$ cat src/rtl/core/odgm_pkg.sv
// Shared constants, types and lookup functions for the OLED dimming gain mapper.
// No dependencies; every other file of the block refers to it by scoped name.
package odgm_pkg;

    localparam int LEVEL_BITS   = 12;
    localparam int CFG_BITS     = 12;
    localparam int TABLE_LEN    = 66;
    localparam int TIDX_BITS    = $clog2(TABLE_LEN);
    localparam int QUO_BITS     = 7;
    localparam int DIV_W        = LEVEL_BITS + QUO_BITS;
    localparam int STEP_BITS    = $clog2(QUO_BITS);
    localparam int TAB_BITS     = 9;
    localparam int GAIN_BITS    = 16;
    localparam int DEPTH_BITS   = 4;
    localparam int GAIN_SHIFT   = 7;

    localparam int IN_TDATA_W   = ((LEVEL_BITS + 7) / 8) * 8;
    localparam int OUT_FIELDS_W = LEVEL_BITS + 1 + GAIN_BITS + DEPTH_BITS + 1 + 1;
    localparam int OUT_TDATA_W  = ((OUT_FIELDS_W + 7) / 8) * 8;

    localparam logic [LEVEL_BITS-1:0] THRESHOLD_RESET = LEVEL_BITS'(66);
    localparam logic [QUO_BITS-1:0]   INDEX_SPAN      = QUO_BITS'(TABLE_LEN - 1);
    localparam logic [GAIN_BITS:0]    GAIN_MIN        = (GAIN_BITS+1)'(2560);
    localparam logic [GAIN_BITS:0]    GAIN_MAX        = (GAIN_BITS+1)'(32768);

    typedef enum logic {
        REG_DIMMING_ENABLE = 1'b0,
        REG_THRESHOLD      = 1'b1
    } t_reg_addr;

    typedef enum logic [3:0] {
        ST_IDLE = 4'b0001,
        ST_DIV  = 4'b0010,
        ST_MAP  = 4'b0100,
        ST_OUT  = 4'b1000
    } t_state;

    localparam logic [TAB_BITS-1:0] GAIN_TABLE [TABLE_LEN] = '{
        9'd42,  9'd56,  9'd67,  9'd75,  9'd84,  9'd91,  9'd98,  9'd104, 9'd109,
        9'd114, 9'd119, 9'd124, 9'd128, 9'd133, 9'd136, 9'd140, 9'd143, 9'd146,
        9'd150, 9'd152, 9'd156, 9'd159, 9'd162, 9'd165, 9'd168, 9'd172, 9'd176,
        9'd178, 9'd181, 9'd184, 9'd187, 9'd189, 9'd192, 9'd194, 9'd196, 9'd199,
        9'd202, 9'd204, 9'd206, 9'd209, 9'd211, 9'd213, 9'd215, 9'd217, 9'd220,
        9'd222, 9'd224, 9'd226, 9'd228, 9'd230, 9'd233, 9'd236, 9'd237, 9'd239,
        9'd241, 9'd241, 9'd243, 9'd245, 9'd246, 9'd249, 9'd249, 9'd250, 9'd252,
        9'd254, 9'd255, 9'd256
    };

    // Table entry times 128, held inside the legal gain window.
    function automatic logic [GAIN_BITS-1:0] gain_of(input logic [TIDX_BITS-1:0] tidx);
        logic [GAIN_BITS:0] g;
        g = (GAIN_BITS+1)'(GAIN_TABLE[tidx]) << GAIN_SHIFT;
        if (g < GAIN_MIN) begin
            g = GAIN_MIN;
        end
        if (g > GAIN_MAX) begin
            g = GAIN_MAX;
        end
        return g[GAIN_BITS-1:0];
    endfunction

    // Largest d in 1..8 with gain >= 128 << d, else 0.
    function automatic logic [DEPTH_BITS-1:0] depth_of(input logic [GAIN_BITS-1:0] g);
        logic [DEPTH_BITS-1:0] d;
        d = '0;
        for (int i = 1; i <= 8; i++) begin
            if ((g >> (GAIN_SHIFT + i)) != '0) begin
                d = DEPTH_BITS'(i);
            end
        end
        return d;
    endfunction

endpackage

$ cat src/rtl/core/odgm_div.sv
// Restoring divider: one compare-and-subtract per cycle, one quotient bit a step.
// Depends on odgm_pkg.
module odgm_div (
    input  logic                             i_clk,
    input  logic                             i_rst_n,
    input  logic                             i_start,
    input  logic [odgm_pkg::DIV_W-1:0]       i_dividend,
    input  logic [odgm_pkg::LEVEL_BITS-1:0]  i_divisor,
    output logic                             o_done,
    output logic [odgm_pkg::QUO_BITS-1:0]    o_quotient
);

    logic [odgm_pkg::DIV_W-1:0]     r_rem;
    logic [odgm_pkg::DIV_W-1:0]     r_dsr;
    logic [odgm_pkg::QUO_BITS-1:0]  r_quo;
    logic [odgm_pkg::STEP_BITS-1:0] r_cnt;
    logic                           r_busy;
    logic                           r_done;
    logic                           w_fit;

    assign w_fit = (r_rem >= r_dsr);

    always_ff @(posedge i_clk) begin
        if (!i_rst_n) begin
            r_busy <= 1'b0;
            r_done <= 1'b0;
            r_cnt  <= '0;
        end else begin
            r_done <= 1'b0;
            if (i_start) begin
                r_busy <= 1'b1;
                r_cnt  <= '0;
            end else if (r_busy) begin
                r_cnt <= r_cnt + 1'b1;
                if (r_cnt == odgm_pkg::STEP_BITS'(odgm_pkg::QUO_BITS - 1)) begin
                    r_busy <= 1'b0;
                    r_done <= 1'b1;
                end
            end
        end
    end

    always_ff @(posedge i_clk) begin
        if (i_start) begin
            r_rem <= i_dividend;
            r_dsr <= odgm_pkg::DIV_W'(i_divisor) << (odgm_pkg::QUO_BITS - 1);
            r_quo <= '0;
        end else if (r_busy) begin
            // subtract the aligned divisor when it fits, then move one bit down
            if (w_fit) begin
                r_rem <= r_rem - r_dsr;
            end
            r_quo <= {r_quo[odgm_pkg::QUO_BITS-2:0], w_fit};
            r_dsr <= r_dsr >> 1;
        end
    end

    assign o_done     = r_done;
    assign o_quotient = r_quo;

endmodule

$ cat src/rtl/core/odgm_gain.sv
// Gain lookup stage: table entry, gain clamp and dither depth, registered.
// Depends on odgm_pkg.
module odgm_gain (
    input  logic                              i_clk,
    input  logic                              i_load,
    input  logic [odgm_pkg::TIDX_BITS-1:0]    i_tidx,
    output logic [odgm_pkg::GAIN_BITS-1:0]    o_gain,
    output logic [odgm_pkg::DEPTH_BITS-1:0]   o_depth
);

    logic [odgm_pkg::GAIN_BITS-1:0]  r_gain;
    logic [odgm_pkg::DEPTH_BITS-1:0] r_depth;
    logic [odgm_pkg::GAIN_BITS-1:0]  w_gain;

    assign w_gain = odgm_pkg::gain_of(i_tidx);

    always_ff @(posedge i_clk) begin
        if (i_load) begin
            r_gain  <= w_gain;
            r_depth <= odgm_pkg::depth_of(w_gain);
        end
    end

    assign o_gain  = r_gain;
    assign o_depth = r_depth;

endmodule

$ cat src/rtl/core/oled_dimming_gain_mapper_top.sv
// Path from an input transfer to m_axis_tvalid: 7 divider steps, the done handoff,
// the table lookup, then the output load.
// Items are taken one at a time, each only after the last has left the 7-step serial
// divider and the output load; a held result stalls the next item at its output load only.
// Reset (synchronous, active low): dimming off, threshold 66, correction inactive.
module oled_dimming_gain_mapper_top (
    input  logic                                i_clk,
    input  logic                                i_rst_n,
    input  logic                                i_cfg_we,
    input  logic                                i_cfg_addr,
    input  logic [odgm_pkg::CFG_BITS-1:0]       i_cfg_wdata,
    input  logic                                s_axis_tvalid,
    output logic                                s_axis_tready,
    // [11:0] level_in, upper bits zero
    input  logic [odgm_pkg::IN_TDATA_W-1:0]     s_axis_tdata,
    output logic                                m_axis_tvalid,
    input  logic                                m_axis_tready,
    // [11:0] level_out, [12] push_valid, [28:13] gain, [32:29] dither_depth,
    // [33] correction_on, [34] dither_on, upper bits zero
    output logic [odgm_pkg::OUT_TDATA_W-1:0]    m_axis_tdata
);

    localparam int LB = odgm_pkg::LEVEL_BITS;

    odgm_pkg::t_state r_state, n_state;

    logic          r_en;
    logic [LB-1:0] r_thr;
    logic          r_corr_active;

    logic [LB-1:0] r_lvl_out;
    logic          r_push;
    logic          r_corr;
    logic          r_dith;
    logic          r_idx_one;

    logic                               r_m_valid;
    logic [odgm_pkg::OUT_TDATA_W-1:0]   r_m_data;

    logic                               w_accept;
    logic [LB-1:0]                      w_level;
    logic                               w_dim;
    logic [LB-1:0]                      w_v;
    logic [LB-1:0]                      w_vm1;
    logic [odgm_pkg::DIV_W-1:0]         w_dividend;
    logic [LB-1:0]                      w_divisor;
    logic                               w_div_done;
    logic [odgm_pkg::QUO_BITS-1:0]      w_quo;
    logic [odgm_pkg::TIDX_BITS-1:0]     w_tidx;
    logic [odgm_pkg::GAIN_BITS-1:0]     w_gain;
    logic [odgm_pkg::DEPTH_BITS-1:0]    w_depth;
    logic                               w_out_free;
    logic [odgm_pkg::OUT_FIELDS_W-1:0]  w_fields;

    assign s_axis_tready = (r_state == odgm_pkg::ST_IDLE);
    assign w_accept      = s_axis_tvalid && s_axis_tready;
    assign w_level       = s_axis_tdata[LB-1:0];
    assign w_dim         = r_en && (w_level < r_thr);
    assign w_v           = w_dim ? w_level : r_thr;
    assign w_vm1         = w_v - 1'b1;
    // (v - 1) * 65 as one shift and add
    assign w_dividend    = (odgm_pkg::DIV_W'(w_vm1) << 6) + odgm_pkg::DIV_W'(w_vm1);
    assign w_divisor     = r_thr - 1'b1;

    // config registers
    always_ff @(posedge i_clk) begin
        if (!i_rst_n) begin
            r_en  <= 1'b0;
            r_thr <= odgm_pkg::THRESHOLD_RESET;
        end else if (i_cfg_we) begin
            case (odgm_pkg::t_reg_addr'(i_cfg_addr))
                odgm_pkg::REG_DIMMING_ENABLE: r_en  <= i_cfg_wdata[0];
                odgm_pkg::REG_THRESHOLD:      r_thr <= LB'(i_cfg_wdata);
                default: ;
            endcase
        end
    end

    odgm_div u_div (
        .i_clk      (i_clk),
        .i_rst_n    (i_rst_n),
        .i_start    (w_accept),
        .i_dividend (w_dividend),
        .i_divisor  (w_divisor),
        .o_done     (w_div_done),
        .o_quotient (w_quo)
    );

    // table index is quotient clamped to the last entry, or entry 0 on the special cases
    always_comb begin
        if (r_idx_one) begin
            w_tidx = '0;
        end else if (w_quo > odgm_pkg::INDEX_SPAN) begin
            w_tidx = odgm_pkg::TIDX_BITS'(odgm_pkg::INDEX_SPAN);
        end else begin
            w_tidx = odgm_pkg::TIDX_BITS'(w_quo);
        end
    end

    odgm_gain u_gain (
        .i_clk   (i_clk),
        .i_load  (r_state == odgm_pkg::ST_MAP),
        .i_tidx  (w_tidx),
        .o_gain  (w_gain),
        .o_depth (w_depth)
    );

    assign w_out_free = !r_m_valid || m_axis_tready;

    always_comb begin
        n_state = r_state;
        case (r_state)
            odgm_pkg::ST_IDLE: if (w_accept)   n_state = odgm_pkg::ST_DIV;
            odgm_pkg::ST_DIV:  if (w_div_done) n_state = odgm_pkg::ST_MAP;
            odgm_pkg::ST_MAP:                  n_state = odgm_pkg::ST_OUT;
            odgm_pkg::ST_OUT:  if (w_out_free) n_state = odgm_pkg::ST_IDLE;
            default:                           n_state = odgm_pkg::ST_IDLE;
        endcase
    end

    always_ff @(posedge i_clk) begin
        if (!i_rst_n) begin
            r_state       <= odgm_pkg::ST_IDLE;
            r_corr_active <= 1'b0;
        end else begin
            r_state <= n_state;
            if (w_accept) begin
                r_corr_active <= w_dim;
            end
        end
    end

    // per-item payload, captured at the input transfer
    always_ff @(posedge i_clk) begin
        if (w_accept) begin
            r_lvl_out <= w_dim ? r_thr : w_level;
            r_push    <= w_dim || r_corr_active;
            r_corr    <= w_dim;
            r_dith    <= r_en;
            r_idx_one <= (w_v == '0) || (r_thr < LB'(2));
        end
    end

    assign w_fields = {
        r_push & r_dith,
        r_corr,
        r_push ? w_depth : '0,
        r_push ? w_gain  : '0,
        r_push,
        r_lvl_out
    };

    always_ff @(posedge i_clk) begin
        if (!i_rst_n) begin
            r_m_valid <= 1'b0;
        end else if ((r_state == odgm_pkg::ST_OUT) && w_out_free) begin
            r_m_valid <= 1'b1;
        end else if (m_axis_tready) begin
            r_m_valid <= 1'b0;
        end
    end

    always_ff @(posedge i_clk) begin
        if ((r_state == odgm_pkg::ST_OUT) && w_out_free) begin
            r_m_data <= odgm_pkg::OUT_TDATA_W'(w_fields);
        end
    end

    assign m_axis_tvalid = r_m_valid;
    assign m_axis_tdata  = r_m_data;

endmodule
$ cat config.mk
export PLATFORM = sky130hd
export DESIGN_NAME = oled_dimming_gain_mapper_top
export DESIGN_NICKNAME = d
export VERILOG_FILES = /design/src/rtl/core/odgm_pkg.sv /design/src/rtl/core/odgm_div.sv /design/src/rtl/core/odgm_gain.sv /design/src/rtl/core/oled_dimming_gain_mapper_top.sv
export SDC_FILE = /design/constraint.sdc
export NUM_CORES = 1
export LEC_CHECK = 0
export BUFFER_PORTS_ARGS = -buffer_cell sky130_fd_sc_hd__buf_2
export CAP_MARGIN = 10
export CORE_UTILIZATION = 40
export DETAILED_ROUTE_END_ITERATION = 10
export GPL_TIMING_DRIVEN = 0
export PLACE_DENSITY = 0.7
export SETUP_SLACK_MARGIN = 0.5
export SYNTH_ARGS = -nofsm -noshare
export SYNTH_HDL_FRONTEND = slang
export SYNTH_SLANG_ARGS = --single-unit
$ cat constraint.sdc
create_clock -name i_clk -period 8.5 [get_ports i_clk]
set_clock_uncertainty 0.1 [all_clocks]
set_input_delay 1.275 -clock i_clk [delete_from_list [all_inputs] [get_ports i_clk]]
set_output_delay 1.275 -clock i_clk [all_outputs]
set_load 0.005 [all_outputs]
==> flow_metrics.tcl <==
set metrics [dict create \
    status "completed" \
    critPathMaxFanout 10 \
    grt_pass1_wl_um 30500 \
    synthDistinctLibCells 73 \
    grt_max_degree 26 \
    viasPerCell 5.39 \
    yosys_warnings 0 \
    vias 6603 \
    ys_ff_latch 125 \
    die-area_sq_um 20500 \
    coreArea_sq_um 19500 \
    io_pins 76 \
    insertion_delay_ns 0.43 \
    setup_slack_ns 1.15 \
    crit_family "compound AO/OA/AOI/OAI gates" \
    die_width_um 143 \
    drt-initial-drc-count 426 \
    syn_avg_cell_area_sq_um 9.37 \
    fill_cells 1862 \
    max_cap_violations 0 \
    timing.rr.start "r_thr[5]" \
    wl_met3_um 1240 \
    placed_cells 1191 \
    max_slew_margin_pct 37.1 \
    cts_tree "done" \
    worst_slew_pin_slew_ns 0.942 \
    crit_start "s_axis_tdata[5]" \
    antenna_found_initial 0 \
    wl_met2_um 9290 \
    overflow 0 \
    start_util_pct 40.9 \
    cp-end-kind "flop" \
    rsz0062_at_grt "no" \
    path_buf_inv 5 \
    post-dp-hpwl_um 14400 \
    met1_length_um 8210 \
    min_from "r_lvl_out[8]" \
    crit_type "in2reg" \
    highest_layer "met4" \
    fin_util_pct 47.8 \
    synth-edff-count 88 \
    io_buffers 59 \
    cts.sinks 125 \
    final_cell_mix "nand2_1 (89), edfxtp_1 (88), nor2_1 (62), buf_2 (62), o21ai_0 (52)" \
    p_total_w 0.00268 \
    drv_slew 0 \
    period_minus_slack_ns 7.35 \
    clk_path_buf_depth 2 \
    root_buffer "clkbuf_16" \
    setup-tns-final_ns 0 \
    ctsResizeCount 0 \
    setup_viol 0 \
    h-tree-depth 4 \
    cts_buffers 17 \
    slowest_stage "nor3b_2" \
    async_reset_ff_share_pct 0 \
    syn_inst 853 \
    grt_pass1_vias 6096 \
    ys.flop_type "edfxtp_1" \
    pwr_density_cell_nw_per_um2 287 \
    cp_data_arrival_time_ns 7.53 \
    cp.required_ns 8.67 \
    ctsHoldBuffers 0 \
    first_pass_iters 6 \
    route.detailed.drc 0 \
    areaGrowthSynthToFinish_pct 16.9 \
    die_y_um 143 \
    postCtsSetupBuffers 0 \
    clk_pin_slew_ns 0.06 \
    synth-seq-area-share_pct 42.3 \
    synth_area_sq_um 7990 \
    instances_no_fill 1225 \
    wl_per_cell_um 15.7 \
    finalWeightedCongestion 0.935 \
    final_common_cell "nand2_1" \
    p_leak_nw 3.65 \
    period_share_pct 86.5 \
    gr-usage-all-layers_pct 19.3 \
    fmax_mhz 136 \
    peakVddDrop_v 0.000197 \
    ant_nets 0 \
    cp-start-kind "input port" \
    row_count 51 \
    max_stage_delay_ns 0.44 \
    drive_gt1_share_pct 13.6 \
    hold_viol_final 0 \
    pre_cts_ws_ns 0.652 \
    routed_wl_um 19200 \
    hp-class "reg2reg" \
    final_nets 1027 \
]
## worst register-to-register path, cell delays in order, from the launching register on
cell and delay (ns):
dfxtp_1 0.30, buf_2 0.20, inv_1 0.08, ha_1 0.28, a211oi_1 0.22, nor2_1 0.08
a2111oi_0 0.42, a21oi_1 0.19, inv_2 0.19, buf_2 0.32, mux2i_1 0.40, ha_1 0.22
clkbuf_1 0.28, nor3b_2 0.44, nand2_1 0.12, xnor2_1 0.19, mux2i_1 0.33, ha_1 0.29
inv_1 0.07, fa_1 0.37, nand2b_1 0.21, a21oi_1 0.21, o21ai_0 0.17, a211oi_1 0.27
mux2i_1 0.20, or4_1 0.44, a31oi_1 0.17
## cells by family after synthesis
family / synth area share (%)
compound gates: 14.5
xor+xnor: 5.04
fa+ha+maj: 7.55
buf+inv: 5.83
flops: 42.3
mux: 5.39
other cells: 0.0469
simple gates: 19.3
## cell type report
| type | instances | area [sq um] | area share (%) |
|---|---|---|---|
| antenna | 1 | 2.50 | 0.0268 |
| buffer | 56 | 267 | 2.85 |
| clock buffer | 17 | 425 | 4.55 |
| clock inverter | 15 | 186 | 2.00 |
| inverter | 53 | 199 | 2.13 |
| multi-input combinational | 630 | 4200 | 45.0 |
| sequential | 125 | 3380 | 36.2 |
| tap | 265 | 332 | 3.55 |
| timing repair buffer | 63 | 344 | 3.68 |
## flip-flops by register name (all words and copies together) (netlist names), 4 cells and up
signal	cells
m_axis_tdata	28
r_lvl_out	12
r_state	4
r_thr	12
u_div.o_quotient	7
u_div.r_dsr	18
u_div.r_rem	19
u_gain.o_depth	4
u_gain.o_gain	9
## synth_stat cells, types with 4 or more instances
master / instances / area, sq um
xor2_1: 11 / 96.3
buf_1: 4 / 15.0
o31ai_1: 5 / 37.5
o211ai_1: 11 / 82.6
dfxtp_1: 37 / 741
and2_1: 17 / 106
or3_1: 6 / 37.5
or2_1: 4 / 25.0
nor3b_1: 5 / 37.5
nand4_1: 6 / 37.5
clkbuf_1: 36 / 135
nand2b_1: 18 / 113
inv_1: 50 / 188
o21ai_1: 15 / 75.1
buf_4: 12 / 90.1
a21o_1: 8 / 60.1
nor3_1: 15 / 75.1
and3_1: 6 / 37.5
a211oi_1: 10 / 75.1
nand2_1: 89 / 334
nand3_1: 27 / 135
or4_1: 4 / 30.0
edfxtp_1: 88 / 2640
o21bai_1: 4 / 30.0
o21ai_0: 52 / 260
nor2b_1: 13 / 81.3
ha_1: 45 / 563
a31oi_1: 8 / 50.1
a21oi_1: 28 / 140
xnor2_1: 35 / 307
mux2i_1: 37 / 370
nor2_1: 62 / 233
a21boi_0: 14 / 105
nor4_1: 8 / 50.1
## worst paths after layout
check | end | cells past startpoint | slack (ns)
min | m_axis_tdata[8] | 0 | 0.32
max | u_div.r_rem[16] | 25 | 1.15
max reg2reg | u_div.r_rem[16] | 26 | 1.59
min reg2reg | m_axis_tdata[8] | 0 | 0.32
## layer usage
layer / vias up / GRT usage, %
met2: 247 / 32.2
li1: 3232 / -
met3: 39 / 4.20
met1: 3085 / 23.9
met5: - / 0
met4: 0 / 8.62
## report_power, final
group	switching, W	total [W]	leakage (nW)	internal, W
Sequential	0.0000495	0.000870	1.13	0.000820
Combinational	0.000629	0.00106	2.22	0.000429
Clock	0.000285	0.000749	0.299	0.000465
Total	0.000963	0.00268	3.65	0.00171
## per-stage QoR
stage               hold WS [ns]  instance area, sq um
finish                     0.318                  9340
global route               0.328                  9340
CTS                        0.321                  9320
detailed placement         0.307                  8710
global placement           0.307                  8660
floorplan                  0.300                  8030
Power figures use the tool's default switching activity.
